## src/rtl/core/binary_window_edge_detector_unit_macros.svh

```systemverilog
// Assertion macros for the binary window edge detector.
`ifndef BINARY_WINDOW_EDGE_DETECTOR_UNIT_MACROS_SVH
`define BINARY_WINDOW_EDGE_DETECTOR_UNIT_MACROS_SVH
`ifndef SYNTH
// Check a property on every clock edge, disabled while rst is high.
`define BWED_ASSERT(lbl, clk, rst, prop, msg) \
   lbl: assert property (@(posedge clk) disable iff (rst) prop) else $error(msg);
// Check an implication on every clock edge, disabled while rst is high.
`define BWED_ASSERT_IMPL(lbl, clk, rst, ante, cons, msg) \
   lbl: assert property (@(posedge clk) disable iff (rst) (ante) |-> (cons)) else $error(msg);
// Check that an implication's consequent holds at the next clock edge, disabled while rst is high.
`define BWED_ASSERT_NEXT(lbl, clk, rst, ante, cons, msg) \
   lbl: assert property (@(posedge clk) disable iff (rst) (ante) |=> (cons)) else $error(msg);
`else
`define BWED_ASSERT(lbl, clk, rst, prop, msg)
`define BWED_ASSERT_IMPL(lbl, clk, rst, ante, cons, msg)
`define BWED_ASSERT_NEXT(lbl, clk, rst, ante, cons, msg)
`endif
`endif

```

## src/rtl/core/bwed_pkg.sv

```systemverilog
// Shared constants for the binary window edge detector.
`timescale 1ns / 1ps
package bwed_pkg;

   // default line store depth
   localparam int MAX_WIDTH_DEFAULT = 1024;

   // size limits
   localparam int SIZE_MIN     = 3;
   localparam int HEIGHT_LIMIT = 4096;

   // gray weights, 16-bit fixed point
   localparam logic [15:0] WEIGHT_RED   = 16'd19595;
   localparam logic [15:0] WEIGHT_GREEN = 16'd38470;
   localparam logic [15:0] WEIGHT_BLUE  = 16'd7471;

   // edge values
   localparam logic [7:0] EDGE_FLAT = 8'd255;
   localparam logic [7:0] EDGE_MARK = 8'd0;

   // register reset values
   localparam logic [10:0] FRAME_WIDTH_RESET  = 11'd640;
   localparam logic [12:0] FRAME_HEIGHT_RESET = 13'd480;
   localparam logic [7:0]  THRESHOLD_RESET    = 8'd127;

   // register indexes
   typedef enum logic [1:0] {
      CSR_FRAME_WIDTH   = 2'd0,
      CSR_FRAME_HEIGHT  = 2'd1,
      CSR_THRESHOLD     = 2'd2,
      CSR_OPERATOR_MODE = 2'd3
   } csr_index_type;

   // operator modes
   typedef enum logic [1:0] {
      MODE_SINGLE_DIAG = 2'd0,
      MODE_DOUBLE_DIAG = 2'd1,
      MODE_SOBEL       = 2'd2,
      MODE_PREWITT     = 2'd3
   } operator_mode_type;

endpackage

```

## src/rtl/core/binary_window_edge_detector_unit.sv

```systemverilog
// Top level of the binary window edge detector: gray, threshold, line store, 3x3 test.
//
// channel  | direction | handshake              | payload
// req      | in        | req_tvalid/req_tready  | tdata: red, green, blue
// rsp      | out       | rsp_tvalid/rsp_tready  | tdata: out_column, out_row, edge_value;
//          |           |                        | tlast: frame_last
// csr      | in        | csr_valid/csr_ready    | csr_index, csr_data
//
// One pixel per clock while rsp_tready is high; results pass stage one and the output register.
// The line store is read at acceptance and written back as the pixel leaves stage one.
// Reset clears counters, window and pipeline valids; the line store needs no clearing.
// A stalled result freezes the whole pipeline; req_tready is high unless a result is stalled.
`timescale 1ns / 1ps
`include "binary_window_edge_detector_unit_macros.svh"
module binary_window_edge_detector_unit #(
   parameter int MAX_WIDTH = bwed_pkg::MAX_WIDTH_DEFAULT
) (
   input  logic        clock,
   input  logic        reset,
   // req_tdata: red [7:0], green [15:8], blue [23:16]
   input  logic [23:0] req_tdata,
   input  logic        req_tvalid,
   output logic        req_tready,
   // rsp_tdata: out_column [9:0], out_row [21:10], edge_value [29:22], zero [31:30]
   output logic [31:0] rsp_tdata,
   output logic        rsp_tlast,
   output logic        rsp_tvalid,
   input  logic        rsp_tready,
   input  logic        csr_valid,
   output logic        csr_ready,
   input  logic [1:0]  csr_index,
   input  logic [12:0] csr_data
);

   localparam int COL_W  = $clog2(MAX_WIDTH);
   localparam int WCMP_W = (COL_W + 1 > 11) ? COL_W + 1 : 11;
   localparam int OCW    = (COL_W > 10) ? COL_W : 10;

   // configuration registers
   logic [10:0] frame_width_ff;
   logic [12:0] frame_height_ff;
   logic [7:0]  threshold_ff;
   logic [1:0]  operator_mode_ff;

   // raster counters
   logic [COL_W-1:0] col_ff, col_in;
   logic [11:0]      row_ff, row_in;

   // stage one registers
   logic             s1_valid_ff;
   logic [23:0]      prod_r_ff, prod_g_ff, prod_b_ff;
   logic [COL_W-1:0] s1_col_ff;
   logic [11:0]      s1_row_ff;
   logic             s1_has_rsp_ff;
   logic             s1_border_ff;
   logic             s1_last_ff;

   // line store: bit 1 older row, bit 0 newer row
   logic [1:0]       line_mem [MAX_WIDTH];
   logic [1:0]       line_rd_ff;

   // window and output registers
   logic [8:0]  window_ff, window_in;
   logic        rsp_valid_ff;
   logic [9:0]  rsp_col_ff;
   logic [11:0] rsp_row_ff;
   logic [7:0]  rsp_edge_ff;
   logic        rsp_last_ff;

   logic             advance, accept, s1_fire;
   logic [WCMP_W-1:0] width_eff, col_next;
   logic [12:0]      height_eff, row_next;
   logic [23:0]      gray_sum;
   logic             cur_bit;
   logic [7:0]       edge_val;
   logic [COL_W-1:0] col_m1;
   logic [OCW-1:0]   col_out;
   logic [2:0]       sum_a, sum_b, sum_c, sum_d;

   assign csr_ready  = 1'b1;
   assign advance    = !rsp_valid_ff || rsp_tready;
   assign req_tready = advance;
   assign accept     = req_tvalid && advance;
   assign s1_fire    = s1_valid_ff && advance;

   // write configuration
   always_ff @(posedge clock) begin
      if (reset) begin
         frame_width_ff   <= bwed_pkg::FRAME_WIDTH_RESET;
         frame_height_ff  <= bwed_pkg::FRAME_HEIGHT_RESET;
         threshold_ff     <= bwed_pkg::THRESHOLD_RESET;
         operator_mode_ff <= bwed_pkg::MODE_SOBEL;
      end else if (csr_valid) begin
         unique case (bwed_pkg::csr_index_type'(csr_index))
            bwed_pkg::CSR_FRAME_WIDTH:   frame_width_ff   <= csr_data[10:0];
            bwed_pkg::CSR_FRAME_HEIGHT:  frame_height_ff  <= csr_data;
            bwed_pkg::CSR_THRESHOLD:     threshold_ff     <= csr_data[7:0];
            bwed_pkg::CSR_OPERATOR_MODE: operator_mode_ff <= csr_data[1:0];
            default: ;
         endcase
      end
   end

   // clamp the frame size
   always_comb begin
      if (WCMP_W'(frame_width_ff) < WCMP_W'(bwed_pkg::SIZE_MIN)) begin
         width_eff = WCMP_W'(bwed_pkg::SIZE_MIN);
      end else if (WCMP_W'(frame_width_ff) > WCMP_W'(MAX_WIDTH)) begin
         width_eff = WCMP_W'(MAX_WIDTH);
      end else begin
         width_eff = WCMP_W'(frame_width_ff);
      end
      if (frame_height_ff < 13'(bwed_pkg::SIZE_MIN)) begin
         height_eff = 13'(bwed_pkg::SIZE_MIN);
      end else if (frame_height_ff > 13'(bwed_pkg::HEIGHT_LIMIT)) begin
         height_eff = 13'(bwed_pkg::HEIGHT_LIMIT);
      end else begin
         height_eff = frame_height_ff;
      end
   end

   // advance the raster counters
   always_comb begin
      col_next = WCMP_W'(col_ff) + WCMP_W'(1);
      row_next = 13'(row_ff) + 13'd1;
      col_in   = col_ff;
      row_in   = row_ff;
      if (accept) begin
         if (col_next >= width_eff) begin
            col_in = '0;
            row_in = (row_next >= height_eff) ? 12'd0 : row_next[11:0];
         end else begin
            col_in = col_next[COL_W-1:0];
         end
      end
   end

   always_ff @(posedge clock) begin
      if (reset) begin
         col_ff <= '0;
         row_ff <= '0;
      end else begin
         col_ff <= col_in;
         row_ff <= row_in;
      end
   end

   // stage one: weight the colors and note the position
   always_ff @(posedge clock) begin
      if (reset) begin
         s1_valid_ff <= 1'b0;
      end else if (advance) begin
         s1_valid_ff <= req_tvalid;
      end
   end

   always_ff @(posedge clock) begin
      if (accept) begin
         prod_r_ff     <= 24'(req_tdata[7:0])   * 24'(bwed_pkg::WEIGHT_RED);
         prod_g_ff     <= 24'(req_tdata[15:8])  * 24'(bwed_pkg::WEIGHT_GREEN);
         prod_b_ff     <= 24'(req_tdata[23:16]) * 24'(bwed_pkg::WEIGHT_BLUE);
         s1_col_ff     <= col_ff;
         s1_row_ff     <= row_ff;
         s1_has_rsp_ff <= (col_ff != '0) && (row_ff != 12'd0);
         s1_border_ff  <= (WCMP_W'(col_ff) < WCMP_W'(2)) || (row_ff < 12'd2);
         s1_last_ff    <= (WCMP_W'(col_ff) == width_eff - WCMP_W'(1))
                          && (13'(row_ff) == height_eff - 13'd1);
      end
   end

   // line store: read at acceptance, written back as the pixel leaves stage one; the same
   // column comes back no sooner than three items on, so the accesses never overlap
   always_ff @(posedge clock) begin
      if (accept) begin
         line_rd_ff <= line_mem[col_ff];
      end
      if (s1_fire) begin
         line_mem[s1_col_ff] <= {line_rd_ff[0], cur_bit};
      end
   end

   // binarize the gray value
   assign gray_sum = prod_r_ff + prod_g_ff + prod_b_ff;
   assign cur_bit  = gray_sum[23:16] < threshold_ff;

   // shift each window row left, new column in on the right
   assign window_in = {cur_bit, window_ff[8:7],
                       line_rd_ff[0], window_ff[5:4],
                       line_rd_ff[1], window_ff[2:1]};

   always_ff @(posedge clock) begin
      if (reset) begin
         window_ff <= '0;
      end else if (s1_fire) begin
         window_ff <= window_in;
      end
   end

   // gradient zero test on the new window; index is row * 3 + column
   always_comb begin
      sum_a = '0;
      sum_b = '0;
      sum_c = '0;
      sum_d = '0;
      edge_val = bwed_pkg::EDGE_FLAT;
      case (bwed_pkg::operator_mode_type'(operator_mode_ff))
         bwed_pkg::MODE_SINGLE_DIAG: begin
            if (window_in[4] != window_in[8]) edge_val = bwed_pkg::EDGE_MARK;
         end
         bwed_pkg::MODE_DOUBLE_DIAG: begin
            if ((window_in[4] != window_in[8]) || (window_in[5] != window_in[7])) begin
               edge_val = bwed_pkg::EDGE_MARK;
            end
         end
         bwed_pkg::MODE_SOBEL: begin
            // left, right, top and bottom weighted sums
            sum_a = 3'(window_in[0]) + {1'b0, window_in[3], 1'b0} + 3'(window_in[6]);
            sum_b = 3'(window_in[2]) + {1'b0, window_in[5], 1'b0} + 3'(window_in[8]);
            sum_c = 3'(window_in[0]) + {1'b0, window_in[1], 1'b0} + 3'(window_in[2]);
            sum_d = 3'(window_in[6]) + {1'b0, window_in[7], 1'b0} + 3'(window_in[8]);
            if (!s1_border_ff && ((sum_a != sum_b) || (sum_c != sum_d))) begin
               edge_val = bwed_pkg::EDGE_MARK;
            end
         end
         default: begin
            // Prewitt: plain sums of the outer columns and rows
            sum_a = 3'(window_in[0]) + 3'(window_in[3]) + 3'(window_in[6]);
            sum_b = 3'(window_in[2]) + 3'(window_in[5]) + 3'(window_in[8]);
            sum_c = 3'(window_in[0]) + 3'(window_in[1]) + 3'(window_in[2]);
            sum_d = 3'(window_in[6]) + 3'(window_in[7]) + 3'(window_in[8]);
            if (!s1_border_ff && ((sum_a != sum_b) || (sum_c != sum_d))) begin
               edge_val = bwed_pkg::EDGE_MARK;
            end
         end
      endcase
   end

   // result position is one behind in column and row
   assign col_m1  = s1_col_ff - COL_W'(1);
   assign col_out = OCW'(col_m1);

   // output register
   always_ff @(posedge clock) begin
      if (reset) begin
         rsp_valid_ff <= 1'b0;
      end else if (advance) begin
         rsp_valid_ff <= s1_valid_ff && s1_has_rsp_ff;
      end
   end

   always_ff @(posedge clock) begin
      if (s1_fire) begin
         rsp_col_ff  <= col_out[9:0];
         rsp_row_ff  <= s1_row_ff - 12'd1;
         rsp_edge_ff <= edge_val;
         rsp_last_ff <= s1_last_ff;
      end
   end

   assign rsp_tvalid = rsp_valid_ff;
   assign rsp_tdata  = {2'b00, rsp_edge_ff, rsp_row_ff, rsp_col_ff};
   assign rsp_tlast  = rsp_last_ff;

   // checks
   `BWED_ASSERT_IMPL(a_no_line_overlap, clock, reset, accept && s1_valid_ff, col_ff != s1_col_ff, "line store read and write hit one column")
   `BWED_ASSERT_NEXT(a_rsp_follows, clock, reset, s1_fire && s1_has_rsp_ff, rsp_valid_ff, "result item lost from stage one")
   `BWED_ASSERT_NEXT(a_no_rsp_on_border, clock, reset, s1_fire && !s1_has_rsp_ff, !rsp_valid_ff, "result item invented on first row or column")
   `BWED_ASSERT_IMPL(a_reset_empty, clock, 1'b0, $past(reset), !s1_valid_ff && !rsp_valid_ff, "pipeline not empty after reset")

endmodule

```

## config.mk

```make
export PLATFORM = sky130hd
export DESIGN_NAME = binary_window_edge_detector_unit
export DESIGN_NICKNAME = d
export VERILOG_FILES = /design/src/rtl/core/bwed_pkg.sv /design/src/rtl/core/binary_window_edge_detector_unit.sv
export VERILOG_INCLUDE_DIRS = /design/src /design/src/rtl/core
export SDC_FILE = /design/constraint.sdc
export NUM_CORES = 2
export LEC_CHECK = 0
export ABC_AREA = 0
export BUFFER_PORTS_ARGS = -buffer_cell sky130_fd_sc_hd__buf_2
export CAP_MARGIN = 20
export CORE_ASPECT_RATIO = 0.9
export CORE_MARGIN = 4
export CORE_UTILIZATION = 31
export CTS_CLUSTER_SIZE = 28
export DETAILED_ROUTE_END_ITERATION = 8
export SETUP_SLACK_MARGIN = 0.05
export SYNTH_ARGS = -nofsm -noshare
export SYNTH_HDL_FRONTEND = slang
export SYNTH_SLANG_ARGS = --single-unit
export TNS_END_PERCENT = 50
```

## constraint.sdc

```tcl
create_clock -name clock -period 20.8 [get_ports clock]
set_input_delay 4.16 -clock clock [delete_from_list [all_inputs] [get_ports clock]]
set_output_delay 4.16 -clock clock [all_outputs]
set_load 0.03 [all_outputs]
```

==> flow_summary.json <==
{
  "setup_viol": 0,
  "drc": 0,
  "fillCellCount": 29500,
  "overflow": 0,
  "fin_cells": 10300,
  "cp_top_family": "buffers and inverters",
  "dp.cells": 9886,
  "finalHoldViolCount": 0,
  "worstPathRequired_ns": 16.64,
  "port_buffers": 76,
  "final_common_cell": "edfxtp_1",
  "cts.sinks": 2230,
  "status": "finished, final reports clean",
  "grt.busiest_layer": "met2",
  "fp-row-count": 196,
  "power_leakage_nw": 34.4,
  "power-per-cell-area_nw_per_um2": 110,
  "routabilityCongestion": 0.829,
  "cts-hold-fix-buffers": 0,
  "period_share": 0.424,
  "grtUsageMet2": 0.243,
  "wire_per_inst_um": 25.7,
  "synth_edf_count": 2166,
  "ys_types": 77,
  "cts_tree": "done",
  "synth-seq-cells": 2230,
  "grt_pass1_vias": 54700,
  "start_util": 0.311,
  "critPathSlowestCell": "buf_2",
  "synthFlopType": "edfxtp_1",
  "peakVddDrop_uv": 298,
  "cts_resized": 0,
  "layout_common_cells": "2166 x edfxtp_1, 1113 x nor2_1, 595 x mux4_2, 254 x ha_1, 249 x nand2_1",
  "top_level_ports": 80,
  "syn_area_um2": 98400,
  "coreArea_um2": 316000,
  "crit_type": "in -> out",
  "post_cts_buffers": 0,
  "cts_root_buffer": "clkbuf_16",
  "grt_pass1_wl_mm": 385,
  "fin_worst_skew_ns": 0.118,
  "hp-class": "reg -> reg",
  "tns_ns": 0,
  "path_max_fanout": 4,
  "nNetsFinal": 6343,
  "grt_start_max_net_pins": 232,
  "fp.dieW_um": 602,
  "num_vias": 54100,
  "synth_seq_area_share": 0.674,
  "crit_chain": "buf_2, nand2b_1, buf_2",
  "dieArea_um2": 327000,
  "synth_cells": 5949,
  "post-route-min-period_ns": 8.81,
  "crit_arrival_ns": 4.65,
  "final_layout_size_suffix_gt1_frac": 0.193,
  "place_hpwl_mm": 153,
  "slew_headroom": 0.204,
  "syn_to_final_growth_pct": 12.6,
  "synth_area_leaders": "edfxtp_1 66%, mux4_2 14%, nor2_1 4.2%, ha_1 3.2%, fa_1 1.7%",
  "grt_use_total": 0.158,
  "critPathMaxStageDelay_ns": 0.20,
  "startpoint_type": "input pin",
  "antenna_left": 0,
  "yosysWarnings": 0,
  "drt-total-wl_mm": 264,
  "grtUsageMet3": 0.0347,
  "clock_path_buffers": 4,
  "drv_slew": 0,
  "h-tree-depth": 4,
  "path_common_cell": "buf_2",
  "synth_top_area_cell": "edfxtp_1",
  "cts_buffers": 217,
  "maxCapViolations": 0,
  "rsz0062_at_grt": "false",
  "antenna_found_initial": 7,
  "end_kind": "primary output",
  "tightest_slew_ns": 1.19,
  "use_met1": 0.229,
  "routed_via_density": 5.26,
  "avgSynthCellArea_um2": 16.5,
  "async_flop_share": 0,
  "path_clk_slew_ns": 0.06,
  "yosysTopAreaCellShare": 0.661,
  "clk-insertion-delay-late_ns": 0.88,
  "path_buf_inv": 2,
  "max_freq_mhz": 113,
  "die_y_um": 543,
  "drt_pass1_iterations": 5,
  "drt_first_iter_violations": 6859
}
==> area by class of cell <==
class / count / area [um2] / share of cell area
inverters: 172 / 661 / 0.00596
well taps: 4158 / 5200 / 0.0469
clock inverters: 129 / 1130 / 0.0102
repair buffers: 209 / 1940 / 0.0175
multi-input cells: 3131 / 29900 / 0.270
diodes: 3 / 7.51 / 0.0000677
clock buffers: 259 / 5590 / 0.0504
flip-flops and latches: 2230 / 66300 / 0.599
==> synth_stat cells, drive strengths merged, types with 21 or more instances <==
cell type / number
a21oi: 100
a22oi: 22
and3: 24
buf: 132
clkbuf: 285
dfxtp: 64
edfxtp: 2166
fa: 84
ha: 254
inv: 169
mux2i: 45
mux4: 613
nand2: 249
nand3: 74
nand4: 21
nor2: 1113
nor3: 46
o21ai: 55
xnor2: 84
xor2: 38
==> state kept, by name, summed over array words and instances, names as in the netlist, 10 cells and up <==
signal,cells
s1_row_ff,12
line_mem,2048
prod_g_ff,23
prod_b_ff,21
rsp_col_ff,10
prod_r_ff,23
row_ff,12
s1_col_ff,10
col_ff,10
rsp_row_ff,12
frame_height_ff,13
frame_width_ff,11
==> metal layers <==
layer	vias to the layer above	part of all wire
met5	-	0
met4	0	0.023
met3	363	0.093
met2	2406	0.46
met1	28400	0.43
li1	22900	-
==> worst paths after layout <==
path / from / to / slack (ns) / cells after the start
max: rsp_tready / req_tready / 11.99 / 3
min: s1_last_ff / rsp_tlast / 0.44 / 0
min reg2reg: s1_last_ff / rsp_tlast / 0.44 / 0
max reg2reg: prod_g_ff[9] / line_mem[305][0] / 13.59 / 19
==> per-stage QoR <==
step	cell area [um2]	utilization	setup WS, ns	power (W)	hold slack, ns
global route	111000	0.350	11.98	0.0127	0.455
floorplan	98400	-	3.80	0.00767	0.400
finish	111000	0.350	11.99	0.0122	0.443
global placement	103000	0.327	12.01	0.00840	0.413
detailed placement	104000	0.328	11.99	0.00846	0.421
CTS	111000	0.349	11.98	0.0123	0.453
==> report_power, final <==
part	internal, W	total, W	leakage, nW	switching, W
combinational	0.000651	0.00229	11.0	0.00164
sequential	0.00603	0.00609	20.1	0.0000516
clock	0.00212	0.00382	3.29	0.00170
==> kinds of logic after synthesis <==
| group | after synthesis | share of synthesized area |
|---|---|---|
| other | 2 | 0.0000763 |
| DFF | 2230 | 0.674 |
| buffers and inverters | 589 | 0.0265 |
| xor gates and xnor gates | 122 | 0.0109 |
| and+or+nand+nor | 1658 | 0.0698 |
| AOI/OAI and AO/OA | 345 | 0.0233 |
| adders and majority gates | 338 | 0.0494 |
| muxes | 665 | 0.146 |
Note: power is estimated with default switching activity, not from simulation.
